==> src/hdl/trr_pkg.sv <==
// Types and constants shared by the TFTP read receiver modules.
// No dependencies; compiled first.
package trr_pkg;

    localparam logic [15:0] OP_DATA    = 16'd3;
    localparam logic [15:0] OP_ERROR   = 16'd5;
    localparam logic [15:0] HDR_BYTES  = 16'd4;
    localparam logic [15:0] FULL_BLOCK = 16'd512;

    typedef enum logic [1:0] {
        EV_NONE     = 2'd0,
        EV_DONE     = 2'd1,
        EV_ERROR    = 2'd2,
        EV_OVERFLOW = 2'd3
    } t_event;

    typedef enum logic [1:0] {
        CFG_REMOTE_ADDR = 2'd0,
        CFG_SERVER_PORT = 2'd1,
        CFG_BUFFER_SIZE = 2'd2
    } t_cfg_reg;

    typedef enum logic [3:0] {
        PH_IDLE      = 4'b0001,
        PH_REQUESTED = 4'b0010,
        PH_RECEIVING = 4'b0100,
        PH_ERROR     = 4'b1000
    } t_phase;

    // item after classification by the front end
    typedef struct packed {
        logic        is_start;
        logic        addr_ok;
        logic        len_ok;
        logic        op_err;
        logic        op_data;
        logic [15:0] src_port;
        logic [15:0] blk;
        logic [15:0] payload;
    } t_cls;

    typedef struct packed {
        logic        send_request;
        logic        send_ack;
        logic [15:0] ack_block;
        logic [31:0] store_offset;
        logic [15:0] store_len;
        t_event      event_res;
        logic [31:0] bytes_received;
        logic [15:0] peer_port;
    } t_result;

endpackage

==> src/hdl/trr_in_if.sv <==
// Input item channel of the TFTP read receiver.
// No dependencies.
interface trr_in_if;
    logic        valid;
    logic        ready;
    logic        req_type;
    logic [31:0] src_addr;
    logic [15:0] src_port;
    logic [15:0] datagram_len;
    logic [15:0] opcode;
    logic [15:0] block_number;

    modport source (output valid, output req_type, output src_addr, output src_port,
                    output datagram_len, output opcode, output block_number,
                    input ready);
    modport sink (input valid, input req_type, input src_addr, input src_port,
                  input datagram_len, input opcode, input block_number,
                  output ready);
endinterface

==> src/hdl/trr_out_if.sv <==
// Result item channel of the TFTP read receiver.
// No dependencies.
interface trr_out_if;
    logic        valid;
    logic        ready;
    logic        send_request;
    logic        send_ack;
    logic [15:0] ack_block;
    logic [31:0] store_offset;
    logic [15:0] store_len;
    logic [1:0]  event_res;
    logic [31:0] bytes_received;
    logic [15:0] peer_port;

    modport source (output valid, output send_request, output send_ack, output ack_block,
                    output store_offset, output store_len, output event_res,
                    output bytes_received, output peer_port, input ready);
    modport sink (input valid, input send_request, input send_ack, input ack_block,
                  input store_offset, input store_len, input event_res,
                  input bytes_received, input peer_port, output ready);
endinterface

==> src/hdl/trr_cfg_if.sv <==
// Register write channel of the TFTP read receiver.
// No dependencies.
interface trr_cfg_if;
    logic        valid;
    logic        ready;
    logic [1:0]  addr;
    logic [31:0] data;

    modport source (output valid, output addr, output data, input ready);
    modport sink (input valid, input addr, input data, output ready);
endinterface

==> src/hdl/trr_front.sv <==
// Front end: takes input items and classifies them (source, length, opcode).
// Depends on trr_pkg and trr_in_if.
module trr_front (
    trr_in_if.sink             i_in,
    input  logic [31:0]        i_remote_addr,
    input  logic               i_q_ready,
    output logic               o_q_push,
    output trr_pkg::t_cls      o_q_item
);

    assign i_in.ready = i_q_ready;
    assign o_q_push   = i_in.valid && i_q_ready;

    always_comb begin
        o_q_item.is_start = !i_in.req_type;
        o_q_item.addr_ok  = i_in.src_addr == i_remote_addr;
        o_q_item.len_ok   = i_in.datagram_len >= trr_pkg::HDR_BYTES;
        o_q_item.op_err   = i_in.opcode == trr_pkg::OP_ERROR;
        o_q_item.op_data  = i_in.opcode == trr_pkg::OP_DATA;
        o_q_item.src_port = i_in.src_port;
        o_q_item.blk      = i_in.block_number;
        // only meaningful when len_ok
        o_q_item.payload  = i_in.datagram_len - trr_pkg::HDR_BYTES;
    end

endmodule

==> src/hdl/trr_queue.sv <==
// Short FIFO of classified items between front and back end.
// Depends on trr_pkg.
module trr_queue #(
    parameter int DEPTH = 2
) (
    input  logic          i_clk,
    input  logic          i_rst_n,
    input  logic          i_push,
    input  trr_pkg::t_cls i_item,
    output logic          o_ready,
    input  logic          i_pop,
    output logic          o_valid,
    output trr_pkg::t_cls o_item
);

    localparam int PW = (DEPTH > 1) ? $clog2(DEPTH) : 1;
    localparam int CW = $clog2(DEPTH + 1);
    localparam logic [PW-1:0] LAST_PTR = PW'(DEPTH - 1);
    localparam logic [CW-1:0] FULL_CNT = CW'(DEPTH);

    trr_pkg::t_cls   r_mem [DEPTH];
    logic [PW-1:0]   r_wr, n_wr;
    logic [PW-1:0]   r_rd, n_rd;
    logic [CW-1:0]   r_count, n_count;
    logic            push_ok;
    logic            pop_ok;

    assign o_ready = r_count != FULL_CNT;
    assign o_valid = r_count != '0;
    assign o_item  = r_mem[r_rd];
    assign push_ok = i_push && o_ready;
    assign pop_ok  = i_pop && o_valid;

    always_comb begin
        n_wr    = r_wr;
        n_rd    = r_rd;
        n_count = r_count;
        if (push_ok) begin
            n_wr = (r_wr == LAST_PTR) ? '0 : r_wr + 1'b1;
        end
        if (pop_ok) begin
            n_rd = (r_rd == LAST_PTR) ? '0 : r_rd + 1'b1;
        end
        if (push_ok && !pop_ok) begin
            n_count = r_count + 1'b1;
        end else if (pop_ok && !push_ok) begin
            n_count = r_count - 1'b1;
        end
    end

    always_ff @(posedge i_clk) begin
        if (!i_rst_n) begin
            r_wr    <= '0;
            r_rd    <= '0;
            r_count <= '0;
        end else begin
            r_wr    <= n_wr;
            r_rd    <= n_rd;
            r_count <= n_count;
        end
    end

    always_ff @(posedge i_clk) begin
        if (push_ok) begin
            r_mem[r_wr] <= i_item;
        end
    end

endmodule

==> src/hdl/trr_back.sv <==
// Back end: transfer state (phase, block, byte count, port) and result register.
// Depends on trr_pkg and trr_out_if.
module trr_back (
    input  logic          i_clk,
    input  logic          i_rst_n,
    input  logic [31:0]   i_buffer_size,
    input  logic          i_q_valid,
    input  trr_pkg::t_cls i_q_item,
    output logic          o_q_pop,
    trr_out_if.source     o_out
);

    trr_pkg::t_phase  r_phase, n_phase;
    logic [15:0]      r_exp, n_exp;
    logic [31:0]      r_bytes, n_bytes;
    logic [15:0]      r_port, n_port;
    logic             r_valid;
    trr_pkg::t_result r_res, n_res;

    logic [31:0]      space;
    logic             clip;
    logic [15:0]      take_len;
    logic             port_ok;
    logic             live;

    assign o_q_pop = i_q_valid && (!r_valid || o_out.ready);

    // buffer space left, zero when the size was lowered below the count
    assign space    = (r_bytes > i_buffer_size) ? 32'd0 : i_buffer_size - r_bytes;
    assign clip     = {16'd0, i_q_item.payload} > space;
    assign take_len = clip ? space[15:0] : i_q_item.payload;
    assign live     = (r_phase == trr_pkg::PH_REQUESTED) || (r_phase == trr_pkg::PH_RECEIVING);
    assign port_ok  = (r_phase == trr_pkg::PH_REQUESTED) || (i_q_item.src_port == r_port);

    always_comb begin
        n_phase = r_phase;
        n_exp   = r_exp;
        n_bytes = r_bytes;
        n_port  = r_port;
        n_res.send_request = 1'b0;
        n_res.send_ack     = 1'b0;
        n_res.ack_block    = 16'd0;
        n_res.store_offset = 32'd0;
        n_res.store_len    = 16'd0;
        n_res.event_res    = trr_pkg::EV_NONE;
        if (i_q_item.is_start) begin
            n_res.send_request = 1'b1;
            n_phase = trr_pkg::PH_REQUESTED;
            n_exp   = 16'd1;
            n_bytes = 32'd0;
            n_port  = 16'd0;
        end else if (live && i_q_item.addr_ok) begin
            // first datagram latches the server transfer port
            if (r_phase == trr_pkg::PH_REQUESTED) begin
                n_port  = i_q_item.src_port;
                n_phase = trr_pkg::PH_RECEIVING;
            end
            if (port_ok && i_q_item.len_ok) begin
                if (i_q_item.op_err) begin
                    n_res.event_res = trr_pkg::EV_ERROR;
                    n_phase = trr_pkg::PH_ERROR;
                end else if (i_q_item.op_data) begin
                    if (i_q_item.blk != r_exp) begin
                        // duplicate of the previous block: ack it again
                        if (i_q_item.blk == r_exp - 16'd1) begin
                            n_res.send_ack  = 1'b1;
                            n_res.ack_block = i_q_item.blk;
                        end
                    end else begin
                        n_res.send_ack     = 1'b1;
                        n_res.ack_block    = r_exp;
                        n_res.store_offset = r_bytes;
                        n_res.store_len    = take_len;
                        n_bytes = r_bytes + {16'd0, take_len};
                        n_exp   = r_exp + 16'd1;
                        if (clip) begin
                            n_res.event_res = trr_pkg::EV_OVERFLOW;
                            n_phase = trr_pkg::PH_ERROR;
                        end else if (take_len < trr_pkg::FULL_BLOCK) begin
                            n_res.event_res = trr_pkg::EV_DONE;
                            n_phase = trr_pkg::PH_IDLE;
                        end
                    end
                end
            end
        end
        n_res.bytes_received = n_bytes;
        n_res.peer_port      = n_port;
    end

    always_ff @(posedge i_clk) begin
        if (!i_rst_n) begin
            r_phase <= trr_pkg::PH_IDLE;
            r_exp   <= 16'd0;
            r_bytes <= 32'd0;
            r_port  <= 16'd0;
            r_valid <= 1'b0;
        end else begin
            if (o_q_pop) begin
                r_phase <= n_phase;
                r_exp   <= n_exp;
                r_bytes <= n_bytes;
                r_port  <= n_port;
                r_valid <= 1'b1;
            end else if (o_out.ready) begin
                r_valid <= 1'b0;
            end
        end
    end

    always_ff @(posedge i_clk) begin
        if (o_q_pop) begin
            r_res <= n_res;
        end
    end

    assign o_out.valid          = r_valid;
    assign o_out.send_request   = r_res.send_request;
    assign o_out.send_ack       = r_res.send_ack;
    assign o_out.ack_block      = r_res.ack_block;
    assign o_out.store_offset   = r_res.store_offset;
    assign o_out.store_len      = r_res.store_len;
    assign o_out.event_res      = r_res.event_res;
    assign o_out.bytes_received = r_res.bytes_received;
    assign o_out.peer_port      = r_res.peer_port;

endmodule

==> src/hdl/tftp_read_receiver.sv <==
// TFTP read receiver top level: register port, front end, queue, back end.
// Depends on trr_pkg, the channel interfaces, trr_front, trr_queue and trr_back.
//
// Usage:
//   i_cfg  : register writes (0 remote address, 1 server port, 2 buffer size).
//            Always ready; write only while no item is in flight.
//   i_in   : one item per start command or received datagram header.
//   o_out  : exactly one result item per input item, in order.
// Timing:
//   An accepted item is written into the queue, then popped by the back end
//   into the result register, which shows it. One item per cycle is
//   sustained while o_out.ready stays high; the back end's per-item state
//   update is the loop that sets this rate.
// Stalls:
//   When o_out.ready is low the result register holds; the queue absorbs up
//   to QUEUE_DEPTH more items before i_in.ready drops.
// Reset:
//   Synchronous, active low. Clears config and state registers, phase to idle, queue empty.
module tftp_read_receiver #(
    parameter int QUEUE_DEPTH = 2
) (
    input  logic      i_clk,
    input  logic      i_rst_n,
    trr_cfg_if.sink   i_cfg,
    trr_in_if.sink    i_in,
    trr_out_if.source o_out
);

    logic [31:0]   r_remote_addr;
    logic [31:0]   r_buffer_size;
    logic          q_push;
    logic          q_ready;
    logic          q_pop;
    logic          q_valid;
    trr_pkg::t_cls q_in_item;
    trr_pkg::t_cls q_out_item;

    assign i_cfg.ready = 1'b1;

    always_ff @(posedge i_clk) begin
        if (!i_rst_n) begin
            r_remote_addr <= 32'd0;
            r_buffer_size <= 32'd0;
        end else if (i_cfg.valid) begin
            case (i_cfg.addr)
                trr_pkg::CFG_REMOTE_ADDR: r_remote_addr <= i_cfg.data;
                trr_pkg::CFG_BUFFER_SIZE: r_buffer_size <= i_cfg.data;
                // server port only matters to request formatting outside
                trr_pkg::CFG_SERVER_PORT: ;
                default: ;
            endcase
        end
    end

    trr_front u_front (
        .i_in          (i_in),
        .i_remote_addr (r_remote_addr),
        .i_q_ready     (q_ready),
        .o_q_push      (q_push),
        .o_q_item      (q_in_item)
    );

    trr_queue #(
        .DEPTH (QUEUE_DEPTH)
    ) u_queue (
        .i_clk   (i_clk),
        .i_rst_n (i_rst_n),
        .i_push  (q_push),
        .i_item  (q_in_item),
        .o_ready (q_ready),
        .i_pop   (q_pop),
        .o_valid (q_valid),
        .o_item  (q_out_item)
    );

    trr_back u_back (
        .i_clk         (i_clk),
        .i_rst_n       (i_rst_n),
        .i_buffer_size (r_buffer_size),
        .i_q_valid     (q_valid),
        .i_q_item      (q_out_item),
        .o_q_pop       (q_pop),
        .o_out         (o_out)
    );

    // a start result carries nothing else
    a_start_clean: assert property (@(posedge i_clk) disable iff (!i_rst_n)
        (o_out.valid && o_out.send_request) |->
            (!o_out.send_ack && o_out.store_len == 16'd0 &&
             o_out.event_res == trr_pkg::EV_NONE && o_out.bytes_received == 32'd0))
        else $error("start result carries extra fields");

    // stored payload is always acknowledged
    a_store_acked: assert property (@(posedge i_clk) disable iff (!i_rst_n)
        (o_out.valid && o_out.store_len != 16'd0) |-> o_out.send_ack)
        else $error("payload stored without ack");

    // overflow result ends exactly at the updated byte count
    a_overflow_count: assert property (@(posedge i_clk) disable iff (!i_rst_n)
        (o_out.valid && o_out.event_res == trr_pkg::EV_OVERFLOW) |->
            (o_out.bytes_received == o_out.store_offset + {16'd0, o_out.store_len}))
        else $error("byte count mismatch on overflow");

    // an item is only taken when the queue has room
    a_queue_room: assert property (@(posedge i_clk) disable iff (!i_rst_n)
        (i_in.valid && i_in.ready) |-> (q_push && q_ready))
        else $error("item accepted without queue room");

endmodule

==> src/flat_wrapper.sv <==
// flat-port wrapper written by rule: the top's interface ports become plain ports
module tftp_read_receiver_flat 
#(
    parameter int QUEUE_DEPTH = 2
)
  (i_clk, i_rst_n, i_cfg_valid, i_cfg_addr, i_cfg_data, i_cfg_ready, i_in_valid, i_in_req_type, i_in_src_addr, i_in_src_port, i_in_datagram_len, i_in_opcode, i_in_block_number, i_in_ready, o_out_valid, o_out_send_request, o_out_send_ack, o_out_ack_block, o_out_store_offset, o_out_store_len, o_out_event_res, o_out_bytes_received, o_out_peer_port, o_out_ready);
  trr_cfg_if i_cfg_i ();
  trr_in_if i_in_i ();
  trr_out_if o_out_i ();
  input  logic i_clk;
  input  logic i_rst_n;
  input wire logic [$bits(i_cfg_i.valid)-1:0] i_cfg_valid;
  input wire logic [$bits(i_cfg_i.addr)-1:0] i_cfg_addr;
  input wire logic [$bits(i_cfg_i.data)-1:0] i_cfg_data;
  output wire logic [$bits(i_cfg_i.ready)-1:0] i_cfg_ready;
  input wire logic [$bits(i_in_i.valid)-1:0] i_in_valid;
  input wire logic [$bits(i_in_i.req_type)-1:0] i_in_req_type;
  input wire logic [$bits(i_in_i.src_addr)-1:0] i_in_src_addr;
  input wire logic [$bits(i_in_i.src_port)-1:0] i_in_src_port;
  input wire logic [$bits(i_in_i.datagram_len)-1:0] i_in_datagram_len;
  input wire logic [$bits(i_in_i.opcode)-1:0] i_in_opcode;
  input wire logic [$bits(i_in_i.block_number)-1:0] i_in_block_number;
  output wire logic [$bits(i_in_i.ready)-1:0] i_in_ready;
  output wire logic [$bits(o_out_i.valid)-1:0] o_out_valid;
  output wire logic [$bits(o_out_i.send_request)-1:0] o_out_send_request;
  output wire logic [$bits(o_out_i.send_ack)-1:0] o_out_send_ack;
  output wire logic [$bits(o_out_i.ack_block)-1:0] o_out_ack_block;
  output wire logic [$bits(o_out_i.store_offset)-1:0] o_out_store_offset;
  output wire logic [$bits(o_out_i.store_len)-1:0] o_out_store_len;
  output wire logic [$bits(o_out_i.event_res)-1:0] o_out_event_res;
  output wire logic [$bits(o_out_i.bytes_received)-1:0] o_out_bytes_received;
  output wire logic [$bits(o_out_i.peer_port)-1:0] o_out_peer_port;
  input wire logic [$bits(o_out_i.ready)-1:0] o_out_ready;
  assign i_cfg_i.valid = i_cfg_valid;
  assign i_cfg_i.addr = i_cfg_addr;
  assign i_cfg_i.data = i_cfg_data;
  assign i_cfg_ready = i_cfg_i.ready;
  assign i_in_i.valid = i_in_valid;
  assign i_in_i.req_type = i_in_req_type;
  assign i_in_i.src_addr = i_in_src_addr;
  assign i_in_i.src_port = i_in_src_port;
  assign i_in_i.datagram_len = i_in_datagram_len;
  assign i_in_i.opcode = i_in_opcode;
  assign i_in_i.block_number = i_in_block_number;
  assign i_in_ready = i_in_i.ready;
  assign o_out_valid = o_out_i.valid;
  assign o_out_send_request = o_out_i.send_request;
  assign o_out_send_ack = o_out_i.send_ack;
  assign o_out_ack_block = o_out_i.ack_block;
  assign o_out_store_offset = o_out_i.store_offset;
  assign o_out_store_len = o_out_i.store_len;
  assign o_out_event_res = o_out_i.event_res;
  assign o_out_bytes_received = o_out_i.bytes_received;
  assign o_out_peer_port = o_out_i.peer_port;
  assign o_out_i.ready = o_out_ready;
  tftp_read_receiver #(.QUEUE_DEPTH(QUEUE_DEPTH)) u_core (.i_clk(i_clk), .i_rst_n(i_rst_n), .i_cfg(i_cfg_i), .i_in(i_in_i), .o_out(o_out_i));
endmodule
==> config.mk <==
export PLATFORM = sky130hd
export DESIGN_NAME = tftp_read_receiver_flat
export DESIGN_NICKNAME = d
export VERILOG_FILES = /design/src/hdl/trr_pkg.sv /design/src/hdl/trr_in_if.sv /design/src/hdl/trr_out_if.sv /design/src/hdl/trr_cfg_if.sv /design/src/hdl/trr_front.sv /design/src/hdl/trr_queue.sv /design/src/hdl/trr_back.sv /design/src/hdl/tftp_read_receiver.sv /design/src/flat_wrapper.sv
export SDC_FILE = /design/constraint.sdc
export NUM_CORES = 1
export LEC_CHECK = 0
export BUFFER_PORTS_ARGS = -buffer_cell sky130_fd_sc_hd__buf_2
export CAP_MARGIN = 20
export CORE_MARGIN = 2
export CORE_UTILIZATION = 41
export CTS_BUF_LIST = sky130_fd_sc_hd__clkbuf_8
export DETAILED_ROUTE_END_ITERATION = 8
export MAX_ROUTING_LAYER = met4
export PLACE_DENSITY = 0.71
export SLEW_MARGIN = 30
export SYNTH_ARGS = -nofsm -noshare
export SYNTH_HDL_FRONTEND = slang
export SYNTH_SLANG_ARGS = --single-unit
==> constraint.sdc <==
create_clock -name i_clk -period 10.32 [get_ports i_clk]
set_input_delay 1.548 -clock i_clk [delete_from_list [all_inputs] [get_ports i_clk]]
set_output_delay 1.548 -clock i_clk [all_outputs]
set_load 0.02 [all_outputs]
==> results.json, run 1 <==
{
  "status": "finished clean",
  "worst-path-buf-inv": 2,
  "antenna_left": 0,
  "ys.flop_type": "edfxtp_1",
  "grt_pass1_wl_mm": 82.7,
  "ios": 255,
  "finalSetupViolCount": 0,
  "htreeDepth": 2,
  "path_class": "reg2reg",
  "clkTransAtPathRegs_ps": 60,
  "top_layer": "met4",
  "antenna_found_initial": 3,
  "numPortBuffers": 253,
  "cp-start-kind": "flip-flop",
  "setup_ws_ps": 1210,
  "rsz0062_at_grt": "false",
  "skew_ps": 43.1,
  "wl_met1_mm": 23.7,
  "vias": 15500,
  "die_area_um2": 47600,
  "p_seq_share_pct": 36.9,
  "worstHoldPathType": "reg2reg",
  "ir_drop_mv": 0.159,
  "wl_per_cell_um": 19.4,
  "clock.fmax_ghz": 0.110,
  "ys_ff_latch": 360,
  "crit_path_frequent_cell": "a21oi_1",
  "clk_latency_ps": 660,
  "finalNetCount": 2362,
  "numClockSinks": 360,
  "period_share_pct": 88.3,
  "power.density_nw_per_um2": 252,
  "start_util_pct": 41.5,
  "cts_hold_buf": 0,
  "area_growth_pct": 15.5,
  "drive_above_1_share_pct": 17.9,
  "drt-vias-per-instance": 5.54,
  "drv_slew": 0,
  "core-area_um2": 45400,
  "drc_errors": 0,
  "routed_wirelength_mm": 54.4,
  "fin_crit_ps": 9110,
  "arrival_ps": 9460,
  "cts_resized": 0,
  "fillers": 4280,
  "met3WireLength_mm": 2.75,
  "placementRows": 78,
  "p_int_mw": 3.29,
  "cp_top_family": "compound AO/OA/AOI/OAI gates",
  "yosysUniqueCellTypes": 85,
  "grt_max_degree": 85,
  "firstDrtPassIters": 6,
  "ys_warn_count": 0,
  "dp_hpwl_mm": 39.6,
  "die_h_um": 218,
  "final_cell_mix": "nand2_1, buf_2, edfxtp_1",
  "post_cts_buffers": 0,
  "cp-end-kind": "flip-flop",
  "grt_pass1_vias": 15100,
  "syn_avg_cell_area_um2": 9.78,
  "clkPwrFrac_pct": 22.3,
  "mappedNetlistNets": 2134,
  "cpPeakStageDelay_ps": 660,
  "chipWidth_um": 218,
  "holdWs_ps": 462,
  "synth-edff-count": 222,
  "power_mw": 5.48,
  "numCtsBuffers": 59,
  "worstMarginPinSlew_ps": 891,
  "ys_seq_area_share_pct": 50.1,
  "async_flop_share_pct": 0,
  "combPwrFrac_pct": 40.8,
  "maxCapViolations": 0,
  "dr_wl_met2_mm": 26.0,
  "p_sw_mw": 2.19,
  "mostFrequentLayoutCell": "nand2_1",
  "path_max_fanout": 15,
  "leakagePower_nw": 8.43,
  "setup_tns_ps": 0,
  "slew_headroom_pct": 40.1,
  "drt_iter0_markers": 996,
  "cp.required_ps": 10670,
  "finalHoldViolCount": 0,
  "grt_overflow": 0,
  "switching_share_pct": 40.0,
  "cts_tree": "built",
  "grt_usage_pct": 22.8,
  "post-place-ws_ps": 1560,
  "clockRootBuffer": "clkbuf_8",
  "cts_buffer_depth": 3,
  "synth.cell_area_um2": 18800,
  "gp_congestion": 0.910,
  "critPathSlowestCell": "o41ai_1",
  "synthCells": 1923
}
-- synthesized netlist by cell type, types with 46 or more instances --
library cell	n	share of area, %
nand2_1	279	5.6
edfxtp_1	222	35
nor2_1	175	3.5
a21oi_1	165	4.4
dfxtp_1	138	15
clkbuf_1	77	1.5
xnor2_1	74	3.4
ha_1	73	4.9
inv_1	73	1.5
xor2_1	67	3.1
nand3_1	50	1.3
o21ai_0	46	1.2
-- path summary, 6_finish.rpt --
check | endpoint | start | depth (start not counted) | slack [ps]
setup / recovery | u_core.u_back.o_out.bytes_received[25]$_DFFE_PP_ | u_core.u_back.r_bytes[17]$_SDFFE_PN0P_ | 33 | 1210
hold / removal | u_core.r_buffer_size[10]$_SDFFE_PN0P_ | u_core.r_buffer_size[10]$_SDFFE_PN0P_ | 2 | 460
setup reg to reg | u_core.u_back.o_out.bytes_received[25]$_DFFE_PP_ | u_core.u_back.r_bytes[17]$_SDFFE_PN0P_ | 33 | 1210
hold reg to reg | u_core.r_buffer_size[10]$_SDFFE_PN0P_ | u_core.r_buffer_size[10]$_SDFFE_PN0P_ | 2 | 460
-- per-layer routing --
| layer | up-vias | GRT usage, % |
|---|---|---|
| li1 | 7389 | - |
| met1 | 7534 | 29.1 |
| met2 | 505 | 37.0 |
| met3 | 119 | 3.15 |
| met4 | 0 | 8.57 |
| met5 | - | - |
-- cells by family (layout without fill, tap and decap cells) --
family                   Yosys count  in the layout  synth area share [%]
AO/OA/AOI/OAI                    408            408                  13.9
XOR/XNOR                         141            141                  6.56
adder cells (fa/ha/maj)           75             75                  5.07
buffers and inverters            176            455                  3.75
flip-flops                       360            360                  50.1
multiplexers                      62             62                  3.45
other                              1              5                0.0199
AND/OR/NAND/NOR                  700            700                  17.1
-- tightest hold or removal path, delay by kind of cell, from the launching register on --
family	cells	cell delay, ps
flip-flops	1	310
AND/OR/NAND/NOR	1	50
AO/OA/AOI/OAI	1	50
-- power groups by stage --
stage	clock network [mW]	registers, mW	logic (mW)
6_report	1.22	2.02	2.24
5_1_grt	1.31	2.05	2.43
4_1_cts	1.25	2.03	2.23
3_5_place_dp	0	2.05	2.22
3_3_place_gp	0	2.06	2.18
2_1_floorplan	0	2.30	1.29
-- metrics by stage --
stage	cell area (µm²)	util, %	std cells
3_3_place_gp	20600	45.3	2690
5_1_grt	21700	47.9	2805
4_1_cts	21700	47.9	2802
3_5_place_dp	20600	45.3	2690
6_report	21700	47.9	2806
2_1_floorplan	18800	-	1923
-- final cells by class --
class | instances | area [µm²] | area share (%)
inverters | 73 | 280 | 1.29
repair buffers | 270 | 1400 | 6.43
flip-flops and latches | 360 | 9430 | 43.4
clock buffers | 60 | 826 | 3.80
clock inverters | 52 | 330 | 1.52
well taps | 600 | 751 | 3.45
diodes | 4 | 10.0 | 0.0460
multi-input cells | 1387 | 8710 | 40.1
-- state kept, by name, summed over array words and instances (netlist names), named ones only --
signal                              cells
u_core.u_back.o_out.valid               1
u_core.r_remote_addr                   32
u_core.u_back.r_port                   16
u_core.u_back.r_bytes                  32
u_core.u_back.o_out.send_ack            1
u_core.u_back.o_out.store_offset       32
u_core.u_back.r_phase                   4
u_core.r_buffer_size                   32
u_core.u_queue.r_count                  2
u_core.u_back.o_out.ack_block          16
u_core.u_queue.r_mem                  106
u_core.u_back.o_out.bytes_received     32
u_core.u_queue.r_wr                     1
u_core.u_back.o_out.event_res           2
u_core.u_back.r_exp                    16
u_core.u_back.o_out.peer_port          16
u_core.u_back.o_out.store_len          16
u_core.u_back.o_out.send_request        1
u_core.u_queue.r_rd                     1
Power figures use the tool's default switching activity.
==> run 2: changes to the inputs <==
--- a/config.mk
+++ b/config.mk
@@ -10,9 +10,10 @@
 export CORE_MARGIN = 2
 export CORE_UTILIZATION = 41
 export CTS_BUF_LIST = sky130_fd_sc_hd__clkbuf_8
+export CTS_CLUSTER_SIZE = 40
 export DETAILED_ROUTE_END_ITERATION = 8
 export MAX_ROUTING_LAYER = met4
-export PLACE_DENSITY = 0.71
+export PLACE_DENSITY = 0.63
 export SLEW_MARGIN = 30
 export SYNTH_ARGS = -nofsm -noshare
 export SYNTH_HDL_FRONTEND = slang
==> results.json, run 2 (synthesis gave the netlist of run 1 again) <==
{
  "cts_resized": 0,
  "drt_iter0_markers": 1131,
  "placementRows": 78,
  "worstMarginPinSlew_ps": 1040,
  "fin_cells": 2803,
  "slew_headroom_pct": 29.8,
  "die_area_um2": 47600,
  "path_max_fanout": 28,
  "clk_latency_ps": 670,
  "fin_crit_ps": 9060,
  "htreeDepth": 2,
  "numCtsBuffers": 59,
  "finalSetupViolCount": 0,
  "post_cts_buffers": 0,
  "rr_startpoint": "u_core.u_back.r_bytes[18]$_SDFFE_PN0P_",
  "numPortBuffers": 253,
  "clockRootBuffer": "clkbuf_8",
  "setup_tns_ps": 0,
  "grt_pass1_vias": 15000,
  "status": "finished clean",
  "ios": 255,
  "cpPeakStageDelay_ps": 680,
  "vias": 15300,
  "grt_pass1_wl_mm": 83.4,
  "drive_above_1_share_pct": 18.3,
  "start_util_pct": 41.5,
  "wl_per_cell_um": 19.4,
  "largest_register_ff_count": 106,
  "cp-start-kind": "flip-flop",
  "cts_hold_buf": 0,
  "firstDrtPassIters": 6,
  "placedCellCount": 2692,
  "cp-startpoint": "u_core.u_back.r_bytes[18]$_SDFFE_PN0P_",
  "period_share_pct": 87.8,
  "antenna_left": 0,
  "finalHoldViolCount": 0,
  "cts_buffer_depth": 3,
  "die_h_um": 218,
  "drv_slew": 0,
  "arrival_ps": 9440,
  "maxCapViolations": 0,
  "gp_congestion": 0.907,
  "crit_path_frequent_cell": "a21o_1",
  "critPathSlowestCell": "o41ai_1",
  "final_cell_mix": "nand2_1, buf_2, edfxtp_1",
  "post-place-ws_ps": 1470,
  "mostFrequentLayoutCell": "nand2_1",
  "setup_ws_ps": 1260,
  "dp_hpwl_mm": 39.6,
  "cts_tree": "built",
  "routed_wirelength_mm": 54.5,
  "drt-vias-per-instance": 5.48,
  "top_register": "u_core.u_queue.r_mem",
  "antenna_found_initial": 1,
  "grt_usage_pct": 23.1,
  "cp-end-kind": "flip-flop",
  "power_mw": 5.57,
  "reg2reg_slack_ps": 1260,
  "clkTransAtPathRegs_ps": 60,
  "drc_errors": 0,
  "area_growth_pct": 16.1,
  "clock.fmax_ghz": 0.110,
  "core-area_um2": 45400,
  "rsz0062_at_grt": "false",
  "ir_drop_mv": 0.189,
  "path_class": "reg2reg",
  "grt_max_degree": 100,
  "fin_util_pct": 48.1,
  "worstHoldPathType": "reg2reg",
  "leakagePower_nw": 8.47,
  "chipWidth_um": 218,
  "grt_overflow": 0,
  "finalNetCount": 2364,
  "numClockSinks": 360,
  "skew_ps": 41.5,
  "cp.required_ps": 10700,
  "hold_start": "u_core.r_buffer_size[20]$_SDFFE_PN0P_",
  "power.density_nw_per_um2": 255
}
==> run 2: cell types whose count changed in the layout (fill, tap and decap cells not counted), sizes merged <==
cell      change
clkinvlp      -1
clkinv        -5
clkbuf        +7
bufinv        +1
buf           +2
diode         -3
inv           -4
==> run 2: stage by stage <==
step	hold WS (ps)	cell area, µm²
2_1_floorplan	436	18800
3_3_place_gp	450	20600
3_5_place_dp	455	20600
4_1_cts	465	21800
5_1_grt	479	21800
6_report	463	21800
==> run 2: final timing paths <==
| path | end | cells past startpoint |
|---|---|---|
| setup reg to reg | u_core.u_back.o_out.bytes_received[19]$_DFFE_PP_ | 35 |
| setup / recovery | u_core.u_back.o_out.bytes_received[19]$_DFFE_PP_ | 35 |
| hold reg to reg | u_core.r_buffer_size[20]$_SDFFE_PN0P_ | 2 |
| hold / removal | u_core.r_buffer_size[20]$_SDFFE_PN0P_ | 2 |
==> run 2: per-layer routing <==
layer  global-route usage, %  vias to the layer above  routed length, µm  share of wire [%]
met1                    30.1                     7422              24400                 45
met2                    37.7                      434              26400                 48
met4                    7.21                        0               1390                2.6
met3                    2.87                       95               2390                4.4
met5                       -                        -                  0                  0
li1                        -                     7397                  -                  -
==> run 2: power by group <==
| part | internal [mW] | switching (mW) |
|---|---|---|
| clock network | 0.725 | 0.594 |
| registers | 1.90 | 0.120 |
| logic | 0.746 | 1.49 |
| total | 3.37 | 2.20 |
==> run 2: area by class of cell <==
type	instances	area [µm²]
Antenna cell	1	2.50
Clock buffer	67	922
Clock inverter	43	333
Fill cell	4360	23500
Inverter	73	280
Multi-Input combinational cell	1387	8710
Sequential cell	360	9430
Tap cell	600	751
Timing Repair Buffer	272	1410
==> run 2: critical path: cells and delay by family (launching register included) <==
family          cells  cell delay, ps
fa+ha+maj           3            1090
buf+inv             3             530
flops               1             490
xor+xnor            1             140
simple gates        6             870
compound gates     22            5650
==> run 3: changes to the inputs <==
--- a/config.mk
+++ b/config.mk
@@ -5,16 +5,17 @@
 export SDC_FILE = /design/constraint.sdc
 export NUM_CORES = 1
 export LEC_CHECK = 0
-export BUFFER_PORTS_ARGS = -buffer_cell sky130_fd_sc_hd__buf_2
 export CAP_MARGIN = 20
 export CORE_MARGIN = 2
 export CORE_UTILIZATION = 41
 export CTS_BUF_LIST = sky130_fd_sc_hd__clkbuf_8
 export CTS_CLUSTER_SIZE = 40
 export DETAILED_ROUTE_END_ITERATION = 8
+export DONT_BUFFER_PORTS = 1
 export MAX_ROUTING_LAYER = met4
-export PLACE_DENSITY = 0.63
+export PLACE_DENSITY = 0.58
 export SLEW_MARGIN = 30
 export SYNTH_ARGS = -nofsm -noshare
 export SYNTH_HDL_FRONTEND = slang
+export SYNTH_HIERARCHICAL = 1
 export SYNTH_SLANG_ARGS = --single-unit
==> results.json, run 3 <==
{
  "holdWs_ps": 467,
  "ir_drop_mv": 0.155,
  "p_sw_mw": 1.75,
  "final_cell_mix": "nand2_1, edfxtp_1, nor2_1",
  "post-place-ws_ps": 1670,
  "drt-vias-per-instance": 5.45,
  "numClockSinks": 360,
  "critPathSlowestCell": "dfxtp_1",
  "rsz0062_at_grt": "false",
  "skew_ps": 53.4,
  "fin_crit_ps": 8840,
  "yosys.area.top_type": "edfxtp_1",
  "cp.required_ps": 10920,
  "clkTransAtPathRegs_ps": 60,
  "synth.most_common_cell": "nand2_1",
  "gp_congestion": 0.949,
  "drc_errors": 0,
  "start_util_pct": 41.4,
  "finalHoldViolCount": 0,
  "antenna_found_initial": 1,
  "finalNetCount": 2101,
  "switching_share_pct": 36.5,
  "cts_buffer_depth": 3,
  "p_seq_share_pct": 45.7,
  "top_register": "u_core/u_queue/r_mem",
  "numCtsBuffers": 59,
  "cp_top_family": "compound AO/OA/AOI/OAI gates",
  "ys.flop_type": "edfxtp_1",
  "cp-end-kind": "flip-flop",
  "placementRows": 80,
  "cts_resized": 0,
  "vias": 13900,
  "antenna_left": 0,
  "cpPeakStageDelay_ps": 420,
  "worstMarginPinSlew_ps": 869,
  "synth-edff-count": 222,
  "clk_latency_ps": 700,
  "netlist_top_cells_count": "nand2_1, edfxtp_1, nor2_1",
  "path_max_fanout": 20,
  "ys_ff_latch": 360,
  "die_h_um": 223,
  "synth_top_area_share_pct": 33.8,
  "clkPwrFrac_pct": 27.3,
  "die_area_um2": 49900,
  "grt_pass1_vias": 13600,
  "power.density_nw_per_um2": 228,
  "grt_max_degree": 165,
  "area_growth_pct": 6.88,
  "fillers": 4571,
  "grt_overflow": 0,
  "path_class": "reg2reg",
  "core-area_um2": 47600,
  "p_int_mw": 3.05,
  "finalSetupViolCount": 0,
  "clock.fmax_ghz": 0.113,
  "largest_register_ff_count": 106,
  "chipWidth_um": 223,
  "cp-start-kind": "flip-flop",
  "yosysUniqueCellTypes": 85,
  "worstHoldPathType": "reg2reg",
  "mappedNetlistNets": 2164,
  "mostFrequentLayoutCell": "nand2_1",
  "multi_input_area_um2": 9230,
  "drive_above_1_share_pct": 10.4,
  "clockRootBuffer": "clkbuf_8",
  "seq_area_um2": 9430,
  "setup_ws_ps": 1480,
  "status": "finished clean",
  "drv_slew": 0,
  "ys_seq_area_share_pct": 47.8,
  "wl_per_cell_um": 20.6,
  "leakagePower_nw": 7.85,
  "grt_pass1_wl_mm": 80.2,
  "ys_warn_count": 6,
  "drt_iter0_markers": 951,
  "dp_hpwl_mm": 37.8,
  "numPortBuffers": 0,
  "synth.cell_area_um2": 19700,
  "setup_tns_ps": 0,
  "routed_wirelength_mm": 52.7,
  "arrival_ps": 9440,
  "cts_hold_buf": 0,
  "grt_usage_pct": 21.3,
  "maxCapViolations": 0,
  "htreeDepth": 2,
  "post_cts_buffers": 0,
  "async_flop_share_pct": 0,
  "firstDrtPassIters": 5,
  "slew_headroom_pct": 41.7,
  "period_share_pct": 85.7,
  "combPwrFrac_pct": 27.0,
  "synth_area_leaders": "edfxtp_1, dfxtp_1, nand2_1, ha_1, mux2i_1",
  "worst-path-buf-inv": 5,
  "ios": 255,
  "cts_tree": "built",
  "synthCells": 1953,
  "syn_avg_cell_area_um2": 10.1
}
## run 3: cell type report
type / instances / share of cell area (%)
flip-flops and latches: 360 / 44.7
multi-input cells: 1376 / 43.7
clock buffers: 66 / 4.31
well taps: 615 / 3.65
clock inverters: 45 / 1.67
inverters: 79 / 1.43
repair buffers: 14 / 0.498
diodes: 1 / 0.0119
## run 3: metal layers
metal,share of wire [%],GRT usage (%)
met5,0,-
met4,2.7,6.54
met3,5.1,3.96
met2,47,33.8
met1,45,27.8
## run 3: logic make-up (layout without fill, tap and decap cells)
logic type | Yosys count | count (layout) | synth area share, %
buf+inv | 217 | 204 | 5.60
compound gates | 334 | 334 | 11.2
flops | 360 | 360 | 47.8
other cells | 1 | 2 | 0.0190
simple gates | 679 | 679 | 16.1
fa+ha+maj | 75 | 75 | 4.83
xor+xnor | 145 | 145 | 6.43
mux | 142 | 142 | 7.99
## run 3: final timing paths
kind	slack (ps)	end	startpoint	cells past startpoint
setup reg to reg	1480	u_core/u_back/r_bytes[26]$_SDFFE_PN0P_	u_core/u_back/r_bytes[0]$_SDFFE_PN0P_	39
setup / recovery	1480	u_core/u_back/r_bytes[26]$_SDFFE_PN0P_	u_core/u_back/r_bytes[0]$_SDFFE_PN0P_	39
hold reg to reg	470	u_core/r_buffer_size[11]$_SDFFE_PN0P_	u_core/r_buffer_size[11]$_SDFFE_PN0P_	2
hold / removal	470	u_core/r_buffer_size[11]$_SDFFE_PN0P_	u_core/r_buffer_size[11]$_SDFFE_PN0P_	2
## run 3: worst reg2reg max path, delay by kind of cell (launching register included)
family                     cells  cell delay (ps)
muxes                          1              250
adders and majority gates      5             1380
AOI/OAI and AO/OA             18             4220
buffers and inverters          5              780
and+or+nand+nor               10             1750
DFF                            1              420
## run 3: power by group through the flow
| stage | Combinational (mW) | Clock, mW | Sequential (mW) |
|---|---|---|---|
| 3_5_place_dp | 1.30 | 0 | 2.23 |
| 2_1_floorplan | 0.994 | 0 | 2.20 |
| 4_1_cts | 1.31 | 1.36 | 2.20 |
| 6_report | 1.30 | 1.31 | 2.19 |
| 5_1_grt | 1.43 | 1.42 | 2.22 |
| 3_3_place_gp | 1.29 | 0 | 2.23 |
## run 3: per-stage QoR
stage	util [%]	total power, mW	area (µm²)	std cells
6_report	44.3	4.80	21100	2556
5_1_grt	44.3	5.06	21100	2556
4_1_cts	44.2	4.87	21100	2554
3_5_place_dp	41.6	3.53	19800	2443
3_3_place_gp	41.6	3.52	19800	2443
2_1_floorplan	-	3.19	19700	1953
